$ cat config.mk
export PLATFORM = sky130hd
export DESIGN_NAME = lcd_panel_window_write_controller
export DESIGN_NICKNAME = d
export VERILOG_FILES = /design/src/rtl/lpw_pkg.sv /design/src/rtl/lpw_ptr_step.sv /design/src/rtl/lcd_panel_window_write_controller.sv
export SDC_FILE = /design/constraint.sdc
export NUM_CORES = 1
export LEC_CHECK = 0
export BUFFER_PORTS_ARGS = -buffer_cell sky130_fd_sc_hd__clkbuf_2
export CAP_MARGIN = 10
export CORE_MARGIN = 3
export CORE_UTILIZATION = 60
export DETAILED_ROUTE_END_ITERATION = 6
export PLACE_DENSITY_LB_ADDON = 0.25
export SYNTH_ARGS = -nofsm -noshare
export SYNTH_HDL_FRONTEND = slang
export SYNTH_HIERARCHICAL = 1
export SYNTH_SLANG_ARGS = --single-unit
export TNS_END_PERCENT = 30
$ cat constraint.sdc
create_clock -name clk -period 12.7 [get_ports clk]
set_input_delay 0.635 -clock clk [delete_from_list [all_inputs] [get_ports clk]]
set_output_delay 0.635 -clock clk [all_outputs]
set_load 0.005 [all_outputs]
$ cat src/rtl/lpw_pkg.sv
// ----------------------------------------------------------------------------
// lpw_pkg: shared types and constants for the panel window write controller
// Command codes, register offsets, panel ID bytes and window/pointer structs.
// ----------------------------------------------------------------------------
`timescale 1ns / 1ps

package lpw_pkg;

	// default panel geometry
	localparam int unsigned DEF_PANEL_WIDTH  = 320;
	localparam int unsigned DEF_PANEL_HEIGHT = 240;

	// register map (byte offsets)
	localparam logic [11:0] OFF_CTRL     = 12'h000;
	localparam logic [11:0] OFF_CMD      = 12'h004;
	localparam logic [11:0] OFF_RD_CMD   = 12'h00c;
	localparam logic [11:0] OFF_RD_TRIG  = 12'h010;
	localparam logic [11:0] OFF_RD_BUF   = 12'h014;
	localparam logic [11:0] OFF_INT_CTRL = 12'h018;
	localparam logic [11:0] OFF_STATUS   = 12'h01c;
	localparam logic [11:0] OFF_PHASE    = 12'h020;

	// data port spans 0x40..0x5f
	localparam logic [6:0] DATA_PORT_HI = 7'h02;

	// bus access kinds
	localparam logic REQ_READ  = 1'b0;
	localparam logic REQ_WRITE = 1'b1;

	// panel command words
	localparam logic [31:0] CMD_HADDR  = 32'h0000_0200;
	localparam logic [31:0] CMD_VADDR  = 32'h0000_0201;
	localparam logic [31:0] CMD_WGRAM  = 32'h0000_0202;
	localparam logic [31:0] CMD_HSTART = 32'h0000_0210;
	localparam logic [31:0] CMD_HEND   = 32'h0000_0211;
	localparam logic [31:0] CMD_VSTART = 32'h0000_0212;
	localparam logic [31:0] CMD_VEND   = 32'h0000_0213;
	localparam logic [31:0] CMD_CASET  = 32'h0000_002a;
	localparam logic [31:0] CMD_RASET  = 32'h0000_002b;
	localparam logic [31:0] CMD_RAMWR  = 32'h0000_002c;

	// status word: base value and ready flag
	localparam logic [31:0] STATUS_BASE  = 32'h0000_0002;
	localparam logic [31:0] STATUS_READY = 32'h0000_0001;

	// panel ID bytes returned after a read-command write
	localparam logic [7:0] PANEL_ID [4] = '{8'h38, 8'hb3, 8'h71, 8'h00};

	// number of address-set parameter bytes
	localparam logic [2:0] PARAM_FULL = 3'd4;

	typedef enum logic [3:0] {
		K_NONE   = 4'd0,
		K_HADDR  = 4'd1,
		K_VADDR  = 4'd2,
		K_WGRAM  = 4'd3,
		K_HSTART = 4'd4,
		K_HEND   = 4'd5,
		K_VSTART = 4'd6,
		K_VEND   = 4'd7,
		K_CASET  = 4'd8,
		K_RASET  = 4'd9,
		K_RAMWR  = 4'd10
	} cmd_kind_t;

	typedef struct packed {
		logic [15:0] x_start;
		logic [15:0] x_end;
		logic [15:0] y_start;
		logic [15:0] y_end;
	} win_t;

	typedef struct packed {
		logic [15:0] x;
		logic [15:0] y;
	} ptr_t;

	function automatic cmd_kind_t decode_cmd(input logic [31:0] c);
		cmd_kind_t k;
		unique case (c)
			CMD_HADDR:  k = K_HADDR;
			CMD_VADDR:  k = K_VADDR;
			CMD_WGRAM:  k = K_WGRAM;
			CMD_HSTART: k = K_HSTART;
			CMD_HEND:   k = K_HEND;
			CMD_VSTART: k = K_VSTART;
			CMD_VEND:   k = K_VEND;
			CMD_CASET:  k = K_CASET;
			CMD_RASET:  k = K_RASET;
			CMD_RAMWR:  k = K_RAMWR;
			default:    k = K_NONE;
		endcase
		return k;
	endfunction

endpackage

$ cat src/rtl/lpw_ptr_step.sv
// ----------------------------------------------------------------------------
// lpw_ptr_step: GRAM pointer advance inside the active window
// Steps the pointer along a row, wrapping to the window start column and
// moving to the next row, or back to the window start row at the bottom.
// ----------------------------------------------------------------------------
`timescale 1ns / 1ps

module lpw_ptr_step
	import lpw_pkg::*;
(
	input  ptr_t cur,
	input  win_t win,
	output ptr_t nxt
);

	// row end wraps x; bottom of window wraps y
	always_comb begin
		nxt = cur;
		if (cur.x >= win.x_end) begin
			nxt.x = win.x_start;
			if (cur.y >= win.y_end) begin
				nxt.y = win.y_start;
			end else begin
				nxt.y = cur.y + 16'd1;
			end
		end else begin
			nxt.x = cur.x + 16'd1;
		end
	end

endmodule

$ cat src/rtl/lcd_panel_window_write_controller.sv
// ----------------------------------------------------------------------------
// lcd_panel_window_write_controller: panel command/data port with GRAM window
// Decodes bus accesses to the panel registers and emits addressed pixels.
// ----------------------------------------------------------------------------
`timescale 1ns / 1ps

// Each bus request (read or write) produces exactly one response carrying
// read data and, for pixel data writes, the pixel's column, row and RGB565
// color. A request is accepted every clock while in_stall is low, and its
// response is registered in the output register. The only back-pressure is
// that output register: in_stall is high while a response is held by
// out_stall, so the sustained rate is one request per cycle whenever the
// consumer keeps up. All register decode, command decode, parameter
// collection and pointer stepping finish within the accept cycle.

module lcd_panel_window_write_controller
	import lpw_pkg::*;
#(
	parameter int unsigned PANEL_WIDTH  = DEF_PANEL_WIDTH,
	parameter int unsigned PANEL_HEIGHT = DEF_PANEL_HEIGHT
) (
	input  logic        clk,
	input  logic        arst_n,
	input  logic        in_valid,
	output logic        in_stall,
	input  logic        req_type,
	input  logic [11:0] reg_offset,
	input  logic [31:0] write_data,
	output logic        out_valid,
	input  logic        out_stall,
	output logic [31:0] read_data,
	output logic        pixel_write,
	output logic [8:0]  pixel_col,
	output logic [7:0]  pixel_row,
	output logic [15:0] pixel_color
);

	localparam logic [15:0] WIN_X_RST = 16'(PANEL_WIDTH - 1);
	localparam logic [15:0] WIN_Y_RST = 16'(PANEL_HEIGHT - 1);
	localparam logic [15:0] PANEL_W   = 16'(PANEL_WIDTH);
	localparam logic [15:0] PANEL_H   = 16'(PANEL_HEIGHT);

	// architectural state
	logic [31:0] ctrl_q, int_ctrl_q, phase_q;
	cmd_kind_t   kind_q;
	logic [2:0]  param_cnt_q;
	logic [7:0]  param_q [4];
	logic        stream_q;
	win_t        win_q;
	ptr_t        ptr_q;
	logic        id_loaded_q;
	logic [1:0]  rd_idx_q;
	logic        rd_ready_q;

	// response register
	logic        out_valid_q;
	logic [31:0] rdata_q;
	logic        pix_wr_q;
	logic [8:0]  pix_col_q;
	logic [7:0]  pix_row_q;
	logic [15:0] pix_color_q;

	// next-state values
	logic [31:0] ctrl_d, int_ctrl_d, phase_d;
	cmd_kind_t   kind_d;
	logic [2:0]  param_cnt_d;
	logic [7:0]  param_d [4];
	logic        stream_d;
	win_t        win_d;
	ptr_t        ptr_d;
	logic        id_loaded_d;
	logic [1:0]  rd_idx_d;
	logic        rd_ready_d;
	logic [31:0] rdata_d;
	logic        pix_wr_d;
	logic [8:0]  pix_col_d;
	logic [7:0]  pix_row_d;
	logic [15:0] pix_color_d;

	logic        in_acc;
	logic        data_port;
	logic [15:0] lo9;
	ptr_t        ptr_step;
	cmd_kind_t   new_kind;

	assign in_stall  = out_valid_q & out_stall;
	assign in_acc    = in_valid & ~in_stall;
	assign data_port = (reg_offset[11:5] == DATA_PORT_HI);
	assign lo9       = {7'd0, write_data[8:0]};
	assign new_kind  = decode_cmd(write_data);

	lpw_ptr_step u_ptr_step (
		.cur (ptr_q),
		.win (win_q),
		.nxt (ptr_step)
	);

	// request decode and state update
	always_comb begin
		ctrl_d      = ctrl_q;
		int_ctrl_d  = int_ctrl_q;
		phase_d     = phase_q;
		kind_d      = kind_q;
		param_cnt_d = param_cnt_q;
		param_d     = param_q;
		stream_d    = stream_q;
		win_d       = win_q;
		ptr_d       = ptr_q;
		id_loaded_d = id_loaded_q;
		rd_idx_d    = rd_idx_q;
		rd_ready_d  = rd_ready_q;
		rdata_d     = '0;
		pix_wr_d    = 1'b0;
		pix_col_d   = '0;
		pix_row_d   = '0;
		pix_color_d = '0;

		if (req_type == REQ_READ) begin
			unique case (reg_offset)
				OFF_CTRL:     rdata_d = ctrl_q;
				OFF_STATUS:   rdata_d = STATUS_BASE | (rd_ready_q ? STATUS_READY : '0);
				OFF_RD_BUF: begin
					rd_ready_d = 1'b0;
					rdata_d    = id_loaded_q ? {23'd0, PANEL_ID[rd_idx_q], 1'b0} : '0;
					rd_idx_d   = rd_idx_q + 2'd1;
				end
				OFF_INT_CTRL: rdata_d = int_ctrl_q;
				OFF_PHASE:    rdata_d = phase_q;
				default:      rdata_d = '0;
			endcase
		end else if (data_port) begin
			if (stream_q) begin
				// pixel stream: emit if inside the panel, always step
				if (ptr_q.x < PANEL_W && ptr_q.y < PANEL_H) begin
					pix_wr_d    = 1'b1;
					pix_col_d   = ptr_q.x[8:0];
					pix_row_d   = ptr_q.y[7:0];
					pix_color_d = write_data[15:0];
				end
				ptr_d = ptr_step;
			end else begin
				unique case (kind_q)
					K_HADDR:  ptr_d.x       = lo9;
					K_VADDR:  ptr_d.y       = lo9;
					K_HSTART: win_d.x_start = lo9;
					K_HEND:   win_d.x_end   = lo9;
					K_VSTART: win_d.y_start = lo9;
					K_VEND:   win_d.y_end   = lo9;
					K_CASET, K_RASET: begin
						// collect four bytes, then load start/end each word
						if (param_cnt_q < PARAM_FULL) begin
							param_d[param_cnt_q[1:0]] = write_data[7:0];
							param_cnt_d = param_cnt_q + 3'd1;
						end
						if (param_cnt_d == PARAM_FULL) begin
							if (kind_q == K_CASET) begin
								win_d.x_start = {param_d[0], param_d[1]};
								win_d.x_end   = {param_d[2], param_d[3]};
							end else begin
								win_d.y_start = {param_d[0], param_d[1]};
								win_d.y_end   = {param_d[2], param_d[3]};
							end
						end
					end
					default: ;
				endcase
			end
		end else begin
			unique case (reg_offset)
				OFF_CTRL: ctrl_d = write_data;
				OFF_CMD: begin
					kind_d      = new_kind;
					param_cnt_d = '0;
					stream_d    = 1'b0;
					if (new_kind == K_WGRAM || new_kind == K_RAMWR) begin
						ptr_d.x  = win_q.x_start;
						ptr_d.y  = win_q.y_start;
						stream_d = 1'b1;
					end
				end
				OFF_RD_CMD: begin
					rd_idx_d    = '0;
					id_loaded_d = 1'b1;
					rd_ready_d  = 1'b0;
				end
				OFF_RD_TRIG:  rd_ready_d = 1'b1;
				OFF_INT_CTRL: int_ctrl_d = write_data;
				OFF_PHASE:    phase_d    = write_data;
				default: ;
			endcase
		end
	end

	// control and state registers
	always_ff @(posedge clk or negedge arst_n) begin
		if (!arst_n) begin
			ctrl_q      <= '0;
			int_ctrl_q  <= '0;
			phase_q     <= '0;
			kind_q      <= K_NONE;
			param_cnt_q <= '0;
			stream_q    <= 1'b0;
			win_q       <= '{x_start: 16'd0, x_end: WIN_X_RST,
			                 y_start: 16'd0, y_end: WIN_Y_RST};
			ptr_q       <= '0;
			id_loaded_q <= 1'b0;
			rd_idx_q    <= '0;
			rd_ready_q  <= 1'b0;
			out_valid_q <= 1'b0;
		end else begin
			if (in_acc) begin
				ctrl_q      <= ctrl_d;
				int_ctrl_q  <= int_ctrl_d;
				phase_q     <= phase_d;
				kind_q      <= kind_d;
				param_cnt_q <= param_cnt_d;
				stream_q    <= stream_d;
				win_q       <= win_d;
				ptr_q       <= ptr_d;
				id_loaded_q <= id_loaded_d;
				rd_idx_q    <= rd_idx_d;
				rd_ready_q  <= rd_ready_d;
				out_valid_q <= 1'b1;
			end else if (!out_stall) begin
				out_valid_q <= 1'b0;
			end
		end
	end

	// parameter bytes and response payload
	always_ff @(posedge clk) begin
		if (in_acc) begin
			param_q     <= param_d;
			rdata_q     <= rdata_d;
			pix_wr_q    <= pix_wr_d;
			pix_col_q   <= pix_col_d;
			pix_row_q   <= pix_row_d;
			pix_color_q <= pix_color_d;
		end
	end

	assign out_valid   = out_valid_q;
	assign read_data   = rdata_q;
	assign pixel_write = pix_wr_q;
	assign pixel_col   = pix_col_q;
	assign pixel_row   = pix_row_q;
	assign pixel_color = pix_color_q;

`ifndef ASSERT_OFF
	// pixel responses come only from writes, which return zero read data
	a_pix_no_rdata: assert property (@(posedge clk) disable iff (!arst_n)
		out_valid && pixel_write |-> read_data == 32'd0)
		else $error("pixel response carries read data");

	// streaming only after a memory-write command, with no parameters pending
	a_stream_state: assert property (@(posedge clk) disable iff (!arst_n)
		stream_q |-> param_cnt_q == 3'd0 && (kind_q == K_WGRAM || kind_q == K_RAMWR))
		else $error("pixel stream with inconsistent command state");

	// a response appears only after an accepted request
	a_resp_after_req: assert property (@(posedge clk) disable iff (!arst_n)
		$rose(out_valid) |-> $past(in_valid && !in_stall))
		else $error("response without accepted request");

	// parameter count never passes four
	a_param_cnt: assert property (@(posedge clk) disable iff (!arst_n)
		param_cnt_q <= PARAM_FULL)
		else $error("parameter count overflow");
`endif

endmodule
==> summary.txt, run 1 <==
Outcome
  – Run status: completed

STA
  – Max_slew headroom: 25.5%
  – Final Max Slew Viols: 0
  – Post-route minimum period: 3460 ps
  – TNS Setup: 0 ps
  – Worst-Margin Slew: 1120 ps
  – RSZ-0062 raised after global routing: no
  – Endpoints failing hold: 0
  – Fin Clk Skew: 20.7 ps
  – Final period utilization: 27.2%
  – Fmax: 289 MHz
  – Final setup viols: 0

Placed design
  – Port Buf Inserts: 116
  – DP HPWL: 24.1 mm
  – RD Place Congestion: 0.846

Clock tree
  – Post-CTS Setup Repair Bufs: 0
  – Root buf cell: clkbuf_16
  – Clock Sink Count: 303
  – Cts repair resizes: 0
  – CTS tree: yes
  – CTS Hold Buffers Added: 0
  – Clock latency at the later pin of the worst-skew pair: 580 ps
  – Inserted Clock Buffers: 31
  – CTS Buffer Depth: 3
  – H-tree depth: 1
  – Clock Pin Slew Worst Setup and Hold Paths: 60 ps

Synth
  – Largest family of logic cells by synthesized area: multiplexers
  – Mux cell area share after synthesis: 17.4%
  – Ys Warns: 6
  – Ys async rst share: 67.7%
  – EDFF count, synth: 98
  – Register area share after synthesis: 53.6%
  – Adder-cell share of the synthesized area: 3.48%
  – Top_reg_cell synth: dfrtp_1
  – Compound-Gate Fraction of Synth Area: 9.03%
  – Syn Nets: 1386
  – Cell count after synthesis: 1295
  – XOR/XNOR Fraction of Synth Area: 0.987%
  – Mean Syn Cell Area: 11.7 um2
  – Simple logic cell fraction of the synthesized area: 11.4%
  – Post-Syn Area: 15100 um2
  – Number of synthesized register bits: 303
  – Netlist cell types: 63

Setup path
  – Startpoint Class: flop
  – Slowest CP cell: nor2_4
  – Required @ worst endpoint: 13150 ps
  – Setup slack, reg-to-reg: 9240 ps
  – Crit Path Category: reg -> reg
  – Worst Path Arrival: 3910 ps
  – Critical path capture point type: flop
  – Worst-path cell chain: ha_1 > a21oi_1 > o21ai_0 > a211oi_1 > a21oi_2 > buf_4 > nor2_4 > mux2_2 > a21oi_1 > o21ai_0 > mux2_2
  – CP max FO: 26
  – Max incr delay on CP: 540 ps

Global routing
  – GRT overflow: 0
  – Initial antenna violation count: 0
  – Vias in the first global route: 10.7k
  – GRT Total Usage: 27.5%
  – First-pass GRT wire length: 58.3 mm
  – Largest net degree at the start of global routing: 134

Die
  – Initial core utilization: 61.5%
  – Num rows: 57
  – I/O pins: 117
  – Die area: 27100 um2
  – Core area: 24500 um2
  – Die Y: 165 um
  – Die X-Extent: 165 um

Route
  – Final wirelength: 36.9 mm
  – Vias per cell: 6.22
  – 1st-iter DRT viols: 1323
  – Final ANT Viol Nets: 0
  – First-pass DRT Iterations: 6
  – DRC Markers: 0
  – Routed vias: 10.8k
  – Drt wl/cell: 21.3 um

Hold path
  – Hold crit path type: in -> async

Finish
  – Area growth from synthesis to layout: 12.0%
  – Footprint of the multi-input gates: 6440 um2
  – Most frequent cells in the layout: mux2_2, dfrtp_1, clkbuf_2, edfxtp_1, nor2_1
  – Reg area: 8090 um2
  – Final antenna diode count: 0
  – Layout cells sized above 1: 29.0%
  – Core Util, Final: 68.9%
  – Fill cell count: 1762
  – Fin nets: 1474
  – Most common cell after layout, fill and taps aside: mux2_2

Pwr
  – Pleak: 0.00755 uW
  – Pwr Density: 116 nW/um2
  – VDD IR max: 0.0000897 V

Job
  – Max cap viols: 0
==> Yosys cell counts, types with 3 or more instances <==
library cell / number / share of area (%)
nor4_1: 11 / 0.46
o2bb2ai_1: 21 / 1.2
buf_1: 10 / 0.25
o22ai_1: 13 / 0.54
inv_1: 72 / 1.8
nand4_1: 13 / 0.54
and2_1: 35 / 1.5
and3_1: 9 / 0.37
ha_1: 42 / 3.5
dfstp_2: 14 / 2.4
nor4bb_1: 3 / 0.20
dfrtp_1: 191 / 32
a222oi_1: 31 / 2.1
o21ai_0: 46 / 1.5
xnor2_1: 17 / 0.99
buf_6: 5 / 0.37
a22o_1: 3 / 0.17
mux2_2: 194 / 14
nand2b_1: 6 / 0.25
clkbuf_1: 56 / 1.4
mux2i_1: 38 / 2.5
nor3b_1: 7 / 0.35
nand3_1: 28 / 0.93
nor2_1: 97 / 2.4
or3_1: 5 / 0.21
buf_2: 7 / 0.23
nand2_1: 87 / 2.2
a2bb2oi_1: 5 / 0.29
a22oi_1: 6 / 0.30
nor4b_1: 3 / 0.17
nor2b_1: 16 / 0.66
edfxtp_1: 98 / 19
mux2_4: 4 / 0.40
nor3_1: 14 / 0.46
a21oi_1: 52 / 1.7
o21ai_1: 5 / 0.17
==> kinds of logic after synthesis <==
logic type	count (synthesis)
compound gates	199
mux	236
xor+xnor	17
buf+inv	151
flops	303
simple gates	347
fa+ha+maj	42
==> stage by stage <==
| step | cell area (um2) | setup slack [ps] | hold WS, ps | instances | power [uW] |
|---|---|---|---|---|---|
| 4_1_cts | 16900 | 9330 | 271 | 1732 | 1980 |
| 3_3_place_gp | 15900 | 9340 | 436 | 1674 | 1120 |
| 5_1_grt | 16900 | 9140 | 291 | 1732 | 2030 |
| 6_report | 16900 | 9240 | 192 | 1732 | 1970 |
| 2_1_floorplan | 15100 | 3920 | 339 | 1295 | 1070 |
| 3_5_place_dp | 15900 | 9260 | 445 | 1674 | 1120 |
==> power breakdown <==
part	leakage [uW]	switching, uW	internal (uW)	total, uW
Clock	0.000480	375	495	870
Sequential	0.00373	3.90	1020	1020
Combinational	0.00334	52.8	22.4	75.2
==> state kept, by name, summed over array words and instances (netlist names) <==
register / count
id_loaded_q: 1
param_q: 32
ctrl_q: 32
out_valid: 1
stream_q: 1
param_cnt_q: 3
read_data: 32
int_ctrl_q: 32
phase_q: 32
ptr_q: 32
pixel_write: 1
pixel_color: 16
rd_idx_q: 2
rd_ready_q: 1
pixel_col: 9
pixel_row: 8
win_q: 64
kind_q: 4
==> final timing paths <==
path,start,endpoint,cells after the start
setup reg to reg,ptr_q[27]$_DFFE_PN0P_,ptr_q[19]$_DFFE_PN0P_,11
hold / removal,arst_n,ptr_q[3]$_DFFE_PN0P_,1
max in group asynchronous,arst_n,win_q[30]$_DFFE_PN0P_,2
hold reg to reg,id_loaded_q$_DFFE_PN0P_,id_loaded_q$_DFFE_PN0P_,2
setup / recovery,ptr_q[27]$_DFFE_PN0P_,ptr_q[19]$_DFFE_PN0P_,11
min in group clk,in_valid,out_valid$_DFFE_PN0P_,2
==> worst max-delay path, delay by kind of cell, from the launching register on <==
| kind | cells | cell delay (ps) |
|---|---|---|
| AO/OA/AOI/OAI | 6 | 1020 |
| flip-flops | 1 | 470 |
| buffers and inverters | 1 | 250 |
| adder cells (fa/ha/maj) | 1 | 340 |
| AND/OR/NAND/NOR | 1 | 540 |
| multiplexers | 2 | 680 |
==> layout make-up <==
cell class | count | area share (%)
clock buffers | 46 | 5.16
clock inverters | 12 | 0.570
inverters | 72 | 1.60
multi-input cells | 841 | 38.1
flip-flops and latches | 303 | 47.9
well taps | 324 | 2.40
repair buffers | 134 | 4.29
==> per-layer routing <==
metal / up-vias / track usage [%] / wire length, um
met4: 0 / 8.54 / 1040
met5: - / 0 / 0
met3: 72 / 5.12 / 2940
met1: 5369 / 37.8 / 15300
met2: 468 / 44.7 / 17600
li1: 4857 / - / -
No activity file was read; power rests on OpenSTA's default activity.
==> run 2, diff against run 1 <==
--- a/config.mk
+++ b/config.mk
@@ -8,7 +8,7 @@
 export BUFFER_PORTS_ARGS = -buffer_cell sky130_fd_sc_hd__clkbuf_2
 export CAP_MARGIN = 10
 export CORE_MARGIN = 3
-export CORE_UTILIZATION = 60
+export CORE_UTILIZATION = 55
 export DETAILED_ROUTE_END_ITERATION = 6
 export PLACE_DENSITY_LB_ADDON = 0.25
 export SYNTH_ARGS = -nofsm -noshare
==> constraint.sdc (replaced) <==
create_clock -name clk -period 2.85 [get_ports clk]
set_input_delay 0.1425 -clock clk [delete_from_list [all_inputs] [get_ports clk]]
set_output_delay 0.1425 -clock clk [all_outputs]
set_load 0.005 [all_outputs]
==> run 2 against run 1 <==
- the flow now finishes with violations (setup timing)
- setup slack got worse by 9300 ps
- power grew to 4.8 times the previous value
- final cell count grew 6.8%
- combinational power increased to 5.4 times the previous value
- die area grew 8.8%
- non-clock buffer count rose by 100
- clock power rose to 5.2 times the previous value
- wire length increased by 6.3%
- utilization decreased by 0.49 points
- global-route usage down 1.1 points
- sequential cell count did not move
- critical path depth grew 1
- largest power group unchanged
==> summary.txt, run 2 (synthesis results as in run 1) <==
Placed design
  – DP HPWL: 25.8 mm (was 24.1 mm)
  – Place WS: -31.1 ps (was 9260 ps)
  – RD Place Congestion: 0.941 (was 0.846)
  – Port Buf Inserts: 116 (unchanged)
  – Placed cells: 1755 (was 1674)

Setup path
  – Setup slack, reg-to-reg: -30 ps (was 9240 ps)
  – Critical path capture point type: flop (unchanged)
  – FF-to-FF path depth: 12 (was 11)
  – Setup crit start: win_q[33]$_DFFE_PN1P_ (was ptr_q[27]$_DFFE_PN0P_)
  – Critical R2R Launch: win_q[33]$_DFFE_PN1P_ (was ptr_q[27]$_DFFE_PN0P_)
  – CP max FO: 5 (was 26)
  – Reg2reg end: ptr_q[22]$_DFFE_PN0P_ (was ptr_q[19]$_DFFE_PN0P_)
  – Slowest CP cell: dfstp_2 (was nor2_4)
  – Setup crit end: ptr_q[22]$_DFFE_PN0P_ (was ptr_q[19]$_DFFE_PN0P_)
  – Worst-path cell chain: inv_2 > ha_4 > o211ai_2 > a21oi_2 > o41ai_4 > a21oi_2 > nor2_4 > buf_12 > mux2_4 > a21oi_2 > o21ai_2 > mux2_4 (was ha_1 > a21oi_1 > o21ai_0 > a211oi_1 > a21oi_2 > buf_4 > nor2_4 > mux2_2 > a21oi_1 > o21ai_0 > mux2_2)
  – Crit Path Category: reg -> reg (unchanged)
  – Worst Path Arrival: 3330 ps (was 3910 ps)
  – Required @ worst endpoint: 3300 ps (was 13150 ps)
  – Most common cell on crit path: a21oi_2
  – Max incr delay on CP: 550 ps (was 540 ps)
  – Startpoint Class: flop (unchanged)

Pwr
  – VDD IR max: 0.000542 V (was 0.0000897 V)
  – Pwr Density: 515 nW/um2 (was 116 nW/um2)
  – Pleak: 0.00824 uW (was 0.00755 uW)

STA
  – Final period utilization: 101% (was 27.2%)
  – Final Max Slew Viols: 0 (unchanged)
  – Endpoints failing hold: 0 (unchanged)
  – RSZ-0062 raised after global routing: yes (was no)
  – Final WS setup: -31.2 ps (was 9240 ps)
  – Final setup viols: 6 (was 0)
  – Max_slew headroom: 55.4% (was 25.5%)
  – Post-route minimum period: 2880 ps (was 3460 ps)
  – Fin Clk Skew: 25.2 ps (was 20.7 ps)
  – Fmax: 347 MHz (was 289 MHz)
  – Worst-Margin Slew: 660 ps (was 1120 ps)
  – TNS Setup: -66.2 ps (was 0 ps)

Route
  – Vias per cell: 6.04 (was 6.22)
  – Routed vias: 11.2k (was 10.8k)
  – First-pass DRT Iterations: 6 (unchanged)
  – DRC Markers: 0 (unchanged)
  – Final ANT Viol Nets: 0 (unchanged)
  – Drt wl/cell: 21.2 um (was 21.3 um)
  – Final wirelength: 39.2 mm (was 36.9 mm)
  – 1st-iter DRT viols: 1003 (was 1323)

Die
  – Initial core utilization: 56.0% (was 61.5%)
  – Core area: 27000 um2 (was 24500 um2)
  – Die Y: 172 um (was 165 um)
  – Die X-Extent: 172 um (was 165 um)
  – Die area: 29500 um2 (was 27100 um2)
  – I/O pins: 117 (unchanged)
  – Num rows: 60 (was 57)

Clock tree
  – H-tree depth: 1 (unchanged)
  – Clock Sink Count: 303 (unchanged)
  – Root buf cell: clkbuf_16 (unchanged)
  – Inserted Clock Buffers: 31 (unchanged)
  – CTS Buffer Depth: 3 (unchanged)
  – Clock latency at the later pin of the worst-skew pair: 580 ps (about the same)
  – Clock Pin Slew Worst Setup and Hold Paths: 70 ps (was 60 ps)
  – CTS tree: yes (unchanged)

Global routing
  – Initial antenna violation count: 0 (unchanged)
  – GRT Total Usage: 26.4% (was 27.5%)
  – Largest net degree at the start of global routing: 83 (was 134)
  – Vias in the first global route: 11.1k (was 10.7k)
  – First-pass GRT wire length: 61.2 mm (was 58.3 mm)
  – GRT overflow: 0 (unchanged)

Finish
  – Final antenna diode count: 0 (unchanged)
  – Most common cell after layout, fill and taps aside: dfrtp_1 (was mux2_2)
  – Fin nets: 1574 (was 1474)
  – Most frequent cells in the layout: dfrtp_1, mux2_2, clkbuf_2, edfxtp_1, nor2_1 (was mux2_2, dfrtp_1, clkbuf_2, edfxtp_1, nor2_1)
  – Area growth from synthesis to layout: 22.1% (was 12.0%)
  – Largest Register: win_q (unchanged)
  – Layout cells sized above 1: 34.7% (was 29.0%)
  – Final Non-Filler Cells: 1849 (was 1732)
  – Fill cell count: 1936 (was 1762)
  – Max reg flops: 64 (unchanged)

Hold path
  – Hold crit path type: in -> reg (was in -> async)

Outcome
  – Run status: finished, violations left (was completed)
  – Violated checks: setup timing

Job
  – Max cap viols: 0 (unchanged)
## run 2: changes by cell type in the layout (fill, tap and decap cells not counted), sizes merged
cell	previous run	this run
buf	18	87
dlygate4sd3	0	31
bufinv	1	7
clkinv	10	13
clkbuf	162	152
clkinvlp	0	1
## run 2: how the worst min path moves through the flow
stage                  startpoint  slack, ps  cells after the start                        end
floorplan                  arst_n       -150                      0      ctrl_q[0]$_DFFE_PN0P_
global placement           arst_n        120                      1      win_q[18]$_DFFE_PN0P_
detailed placement         arst_n        120                      1      win_q[18]$_DFFE_PN0P_
CTS                 write_data[8]       0.08                      2  int_ctrl_q[8]$_DFFE_PN0P_
global route        write_data[8]          5                      2  int_ctrl_q[8]$_DFFE_PN0P_
finish              write_data[8]         20                      2  int_ctrl_q[8]$_DFFE_PN0P_
## run 2: timing repair
action	4_1_cts	5_1_grt
setup buffers	3	2
gates cloned	1	0
endpoints found under the hold margin	169	0
pin swaps	4	15
hold buffers	31	0
resized for setup	9	40
setup endpoints to repair	8	39
## run 2: power breakdown
part / leakage [uW] / total, uW / switching (uW) / internal, uW
clock: 0.000569 / 4530 / 1740 / 2790
combinational: 0.00393 / 403 / 259 / 145
sequential: 0.00373 / 4560 / 17.8 / 4540
## run 2: per-stage QoR
stage | util [%] | hold WS [ps] | total power (uW) | area, um2
after floorplan | - | -153 | 4760 | 15400
after global placement | 62.0 | 121 | 4990 | 16700
after detailed placement | 62.0 | 123 | 5000 | 16700
after CTS | 67.9 | 0.0764 | 9550 | 18300
after global routing | 68.4 | 4.56 | 9770 | 18400
final | 68.4 | 19.9 | 9490 | 18400
## run 2: area by class of cell
cell class	instances	area, um2	area share [%]
multi-input cells	841	6810	36.9
well taps	341	427	2.31
flip-flops and latches	303	8090	43.9
inverters	72	270	1.47
clock inverters	22	297	1.61
repair buffers	234	1680	9.12
clock buffers	36	858	4.66
## run 2: worst max-delay path, delay by kind of cell, from the launching register on
family / cells / cell delay (ps)
AND/OR/NAND/NOR: 1 / 210
multiplexers: 2 / 590
adder cells (fa/ha/maj): 1 / 210
AO/OA/AOI/OAI: 6 / 1010
flip-flops: 1 / 550
buffers and inverters: 2 / 210
## run 2: per-layer routing
layer | vias up | routed length [um] | GRT usage [%]
li1 | 5085 | - | -
met1 | 5585 | 16900 | 37.3
met2 | 416 | 18600 | 42.5
met3 | 88 | 2460 | 3.36
met4 | 0 | 1240 | 8.89
met5 | - | 0 | 0
==> run 3, diff against run 2 <==
--- a/config.mk
+++ b/config.mk
@@ -11,6 +11,7 @@
 export CORE_UTILIZATION = 55
 export DETAILED_ROUTE_END_ITERATION = 6
 export PLACE_DENSITY_LB_ADDON = 0.25
+export RECOVER_POWER = 100
 export SYNTH_ARGS = -nofsm -noshare
 export SYNTH_HDL_FRONTEND = slang
 export SYNTH_HIERARCHICAL = 1
==> run 3 against run 2 <==
- the run ends with capacitance limit, slew limit, setup timing left
- utilization down 0.31 points
- die area unchanged
- via count about the same
- sequential power about the same
- count of clock-buffer cells in the layout unchanged
- clock power about the same
- combinational power down 2%
- sequential cell count unchanged
- register-to-register slack about the same
- first-iteration DRC count down 1.1%
- highest routed layer unchanged
==> summary.txt, run 3 (synthesis results as in run 1) <==
Hold path
  – Hold depth: 2 (unchanged)
  – Worst Hold Launch: write_data[8] (unchanged)
  – Hold crit path type: in -> reg (unchanged)
  – Hold endpoint: int_ctrl_q[8]$_DFFE_PN0P_ (unchanged)

Finish
  – Layout cells sized above 1: 31.0% (was 34.7%)
  – Max reg flops: 64 (unchanged)
  – Final Non-Filler Cells: 1849 (unchanged)
  – Core Util, Final: 68.1% (was 68.4%)
  – Most frequent cells in the layout: dfrtp_1, mux2_2, edfxtp_1, nor2_1, nand2_1 (was dfrtp_1, mux2_2, clkbuf_2, edfxtp_1, nor2_1)
  – Largest Register: win_q (unchanged)
  – Cell area after layout: 18300 um2 (was 18400 um2)
  – Fin nets: 1574 (unchanged)
  – Most common cell after layout, fill and taps aside: dfrtp_1 (unchanged)
  – Final antenna diode count: 0 (unchanged)
  – Area growth from synthesis to layout: 21.6% (was 22.1%)

Setup path
  – FF-to-FF path depth: 12 (unchanged)
  – Crit-path leading delay family: compound AO/OA/AOI/OAI gates (unchanged)
  – Setup slack, reg-to-reg: -40 ps (was -30 ps)
  – Critical path capture point type: flop (unchanged)
  – Worst Path Arrival: 3340 ps (was 3330 ps)
  – Most common cell on crit path: a21oi_2 (unchanged)
  – Required @ worst endpoint: 3300 ps (about the same)
  – Buf/Inv on CP: 2 (unchanged)
  – Crit Path Category: reg -> reg (unchanged)
  – Max incr delay on CP: 550 ps (about the same)
  – Slowest CP cell: dfstp_2 (unchanged)
  – Worst-path cell chain: inv_2 > ha_4 > o211ai_2 > a21oi_2 > o41ai_4 > a21oi_2 > nor2_4 > buf_12 > mux2_4 > a21oi_2 > o21ai_2 > mux2_4 (unchanged)
  – CP max FO: 5 (unchanged)
  – Reg2reg end: ptr_q[22]$_DFFE_PN0P_ (unchanged)
  – Startpoint Class: flop (unchanged)
  – Critical R2R Launch: win_q[33]$_DFFE_PN1P_ (unchanged)

STA
  – Final period utilization: 101% (about the same)
  – Final Max Slew Viols: 45 (was 0)
  – Endpoints failing hold: 0 (unchanged)
  – Worst-Margin Slew: 2400 ps (was 660 ps)
  – RSZ-0062 raised after global routing: yes (unchanged)
  – Fmax: 347 MHz (about the same)
  – Final WS setup: -35.9 ps (was -31.2 ps)
  – Fin Clk Skew: 26.9 ps (was 25.2 ps)
  – Final setup viols: 5 (was 6)
  – Max_slew headroom: -59.8% (was 55.4%)
  – Post-route minimum period: 2890 ps (was 2880 ps)

Route
  – Final wirelength: 39.2 mm (about the same)
  – Drt wl/cell: 21.2 um (about the same)
  – First-pass DRT Iterations: 6 (unchanged)
  – Final ANT Viol Nets: 0 (unchanged)
  – Vias per cell: 6.04 (about the same)
  – DRC Markers: 0 (unchanged)
  – Routed vias: 11.2k (about the same)
  – 1st-iter DRT viols: 992 (was 1003)

Pwr
  – VDD IR max: 0.000547 V (was 0.000542 V)
  – Pwr Density: 517 nW/um2 (was 515 nW/um2)
  – Pleak: 0.00808 uW (was 0.00824 uW)
  – Total power: 9490 uW (about the same)

Global routing
  – GRT Total Usage: 26.4% (unchanged)
  – Initial antenna violation count: 0 (unchanged)
  – Vias in the first global route: 11.1k (unchanged)
  – GRT overflow: 0 (unchanged)
  – First-pass GRT wire length: 61.2 mm (unchanged)
  – Largest net degree at the start of global routing: 83 (unchanged)

Placed design
  – RD Place Congestion: 0.941 (unchanged)
  – Cell area after placement: 16700 um2 (unchanged)
  – DP HPWL: 25.8 mm (unchanged)
  – Place WS: -31.1 ps (unchanged)
  – Placed cells: 1755 (unchanged)
  – Port Buf Inserts: 116 (unchanged)

Clock tree
  – Clock latency at the later pin of the worst-skew pair: 580 ps (about the same)
  – Root buf cell: clkbuf_16 (unchanged)
  – H-tree depth: 1 (unchanged)
  – CTS Buffer Depth: 3 (unchanged)
  – CTS tree: yes (unchanged)
  – Clock Sink Count: 303 (unchanged)
  – Inserted Clock Buffers: 31 (unchanged)
  – Clock Pin Slew Worst Setup and Hold Paths: 70 ps (about the same)

Die
  – Num rows: 60 (unchanged)
  – Initial core utilization: 56.0% (unchanged)
  – Die Y: 172 um (unchanged)
  – Core area: 27000 um2 (unchanged)
  – I/O pins: 117 (unchanged)
  – Die area: 29500 um2 (unchanged)
  – Die X-Extent: 172 um (unchanged)

Outcome
  – Violated checks: capacitance limit, slew limit, setup timing (was setup timing)
  – Run status: finished, violations left (unchanged)

Job
  – Max cap viols: 1 (was 0)
-- run 3: changes by cell type in the layout (fill, tap and decap cells not counted), moves of 4 or more --
cell	change
clkbuf_1	+46
clkbuf_2	-43
mux2_1	+6
mux2_2	-6
buf_4	-4
-- run 3: cell type report --
type	instances	area, um2
Clock buffer	36	858
Clock inverter	22	297
Fill cell	1967	8600
Inverter	72	270
Multi-Input combinational cell	841	6800
Sequential cell	303	8090
Tap cell	341	427
Timing Repair Buffer	234	1610
-- run 3: how the worst max path moves through the flow --
stage	cells after the start	startpoint	to	slack, ps
after floorplan	5	out_valid$_DFFE_PN0P_	param_cnt_q[1]$_DFFE_PN0P_	-1170
after global placement	12	win_q[33]$_DFFE_PN1P_	ptr_q[20]$_DFFE_PN0P_	50
after detailed placement	11	win_q[35]$_DFFE_PN1P_	ptr_q[19]$_DFFE_PN0P_	-30
after CTS	12	win_q[35]$_DFFE_PN1P_	ptr_q[29]$_DFFE_PN0P_	0.2
after global routing	12	win_q[33]$_DFFE_PN1P_	ptr_q[22]$_DFFE_PN0P_	-90
final	12	win_q[33]$_DFFE_PN1P_	ptr_q[22]$_DFFE_PN0P_	-40
-- run 3: power by group --
part | total [uW] | internal, uW | switching (uW) | leakage, uW
registers | 4560 | 4540 | 17.7 | 0.00373
logic | 396 | 138 | 258 | 0.00378
clock network | 4530 | 2790 | 1750 | 0.000569
-- run 3: stage by stage --
step / hold slack [ps] / setup TNS, ps
2_1_floorplan: -153 / -104390
6_report: 18.3 / -70.1
4_1_cts: 0.0764 / 0
5_1_grt: 4.56 / -1730
3_3_place_gp: 121 / 0
3_5_place_dp: 123 / -74.3
-- run 3: layer usage --
layer  wire, um  vias to the layer above  global-route usage (%)
met5          0                        -                       0
met4       1290                        0                    8.89
met3       2590                       92                    3.36
met2      18500                      457                    42.5
met1      16900                     5548                    37.3
li1           -                     5076                       -
-- run 3: repair_timing --
item                                    CTS  global route
resized for setup                         9            40
gates cloned                              1             0
endpoints found under the hold margin   169             0
hold buffers                             31             0
buffers inserted                          3             2
pin swaps                                 4            15
endpoints found under the setup margin    8            39
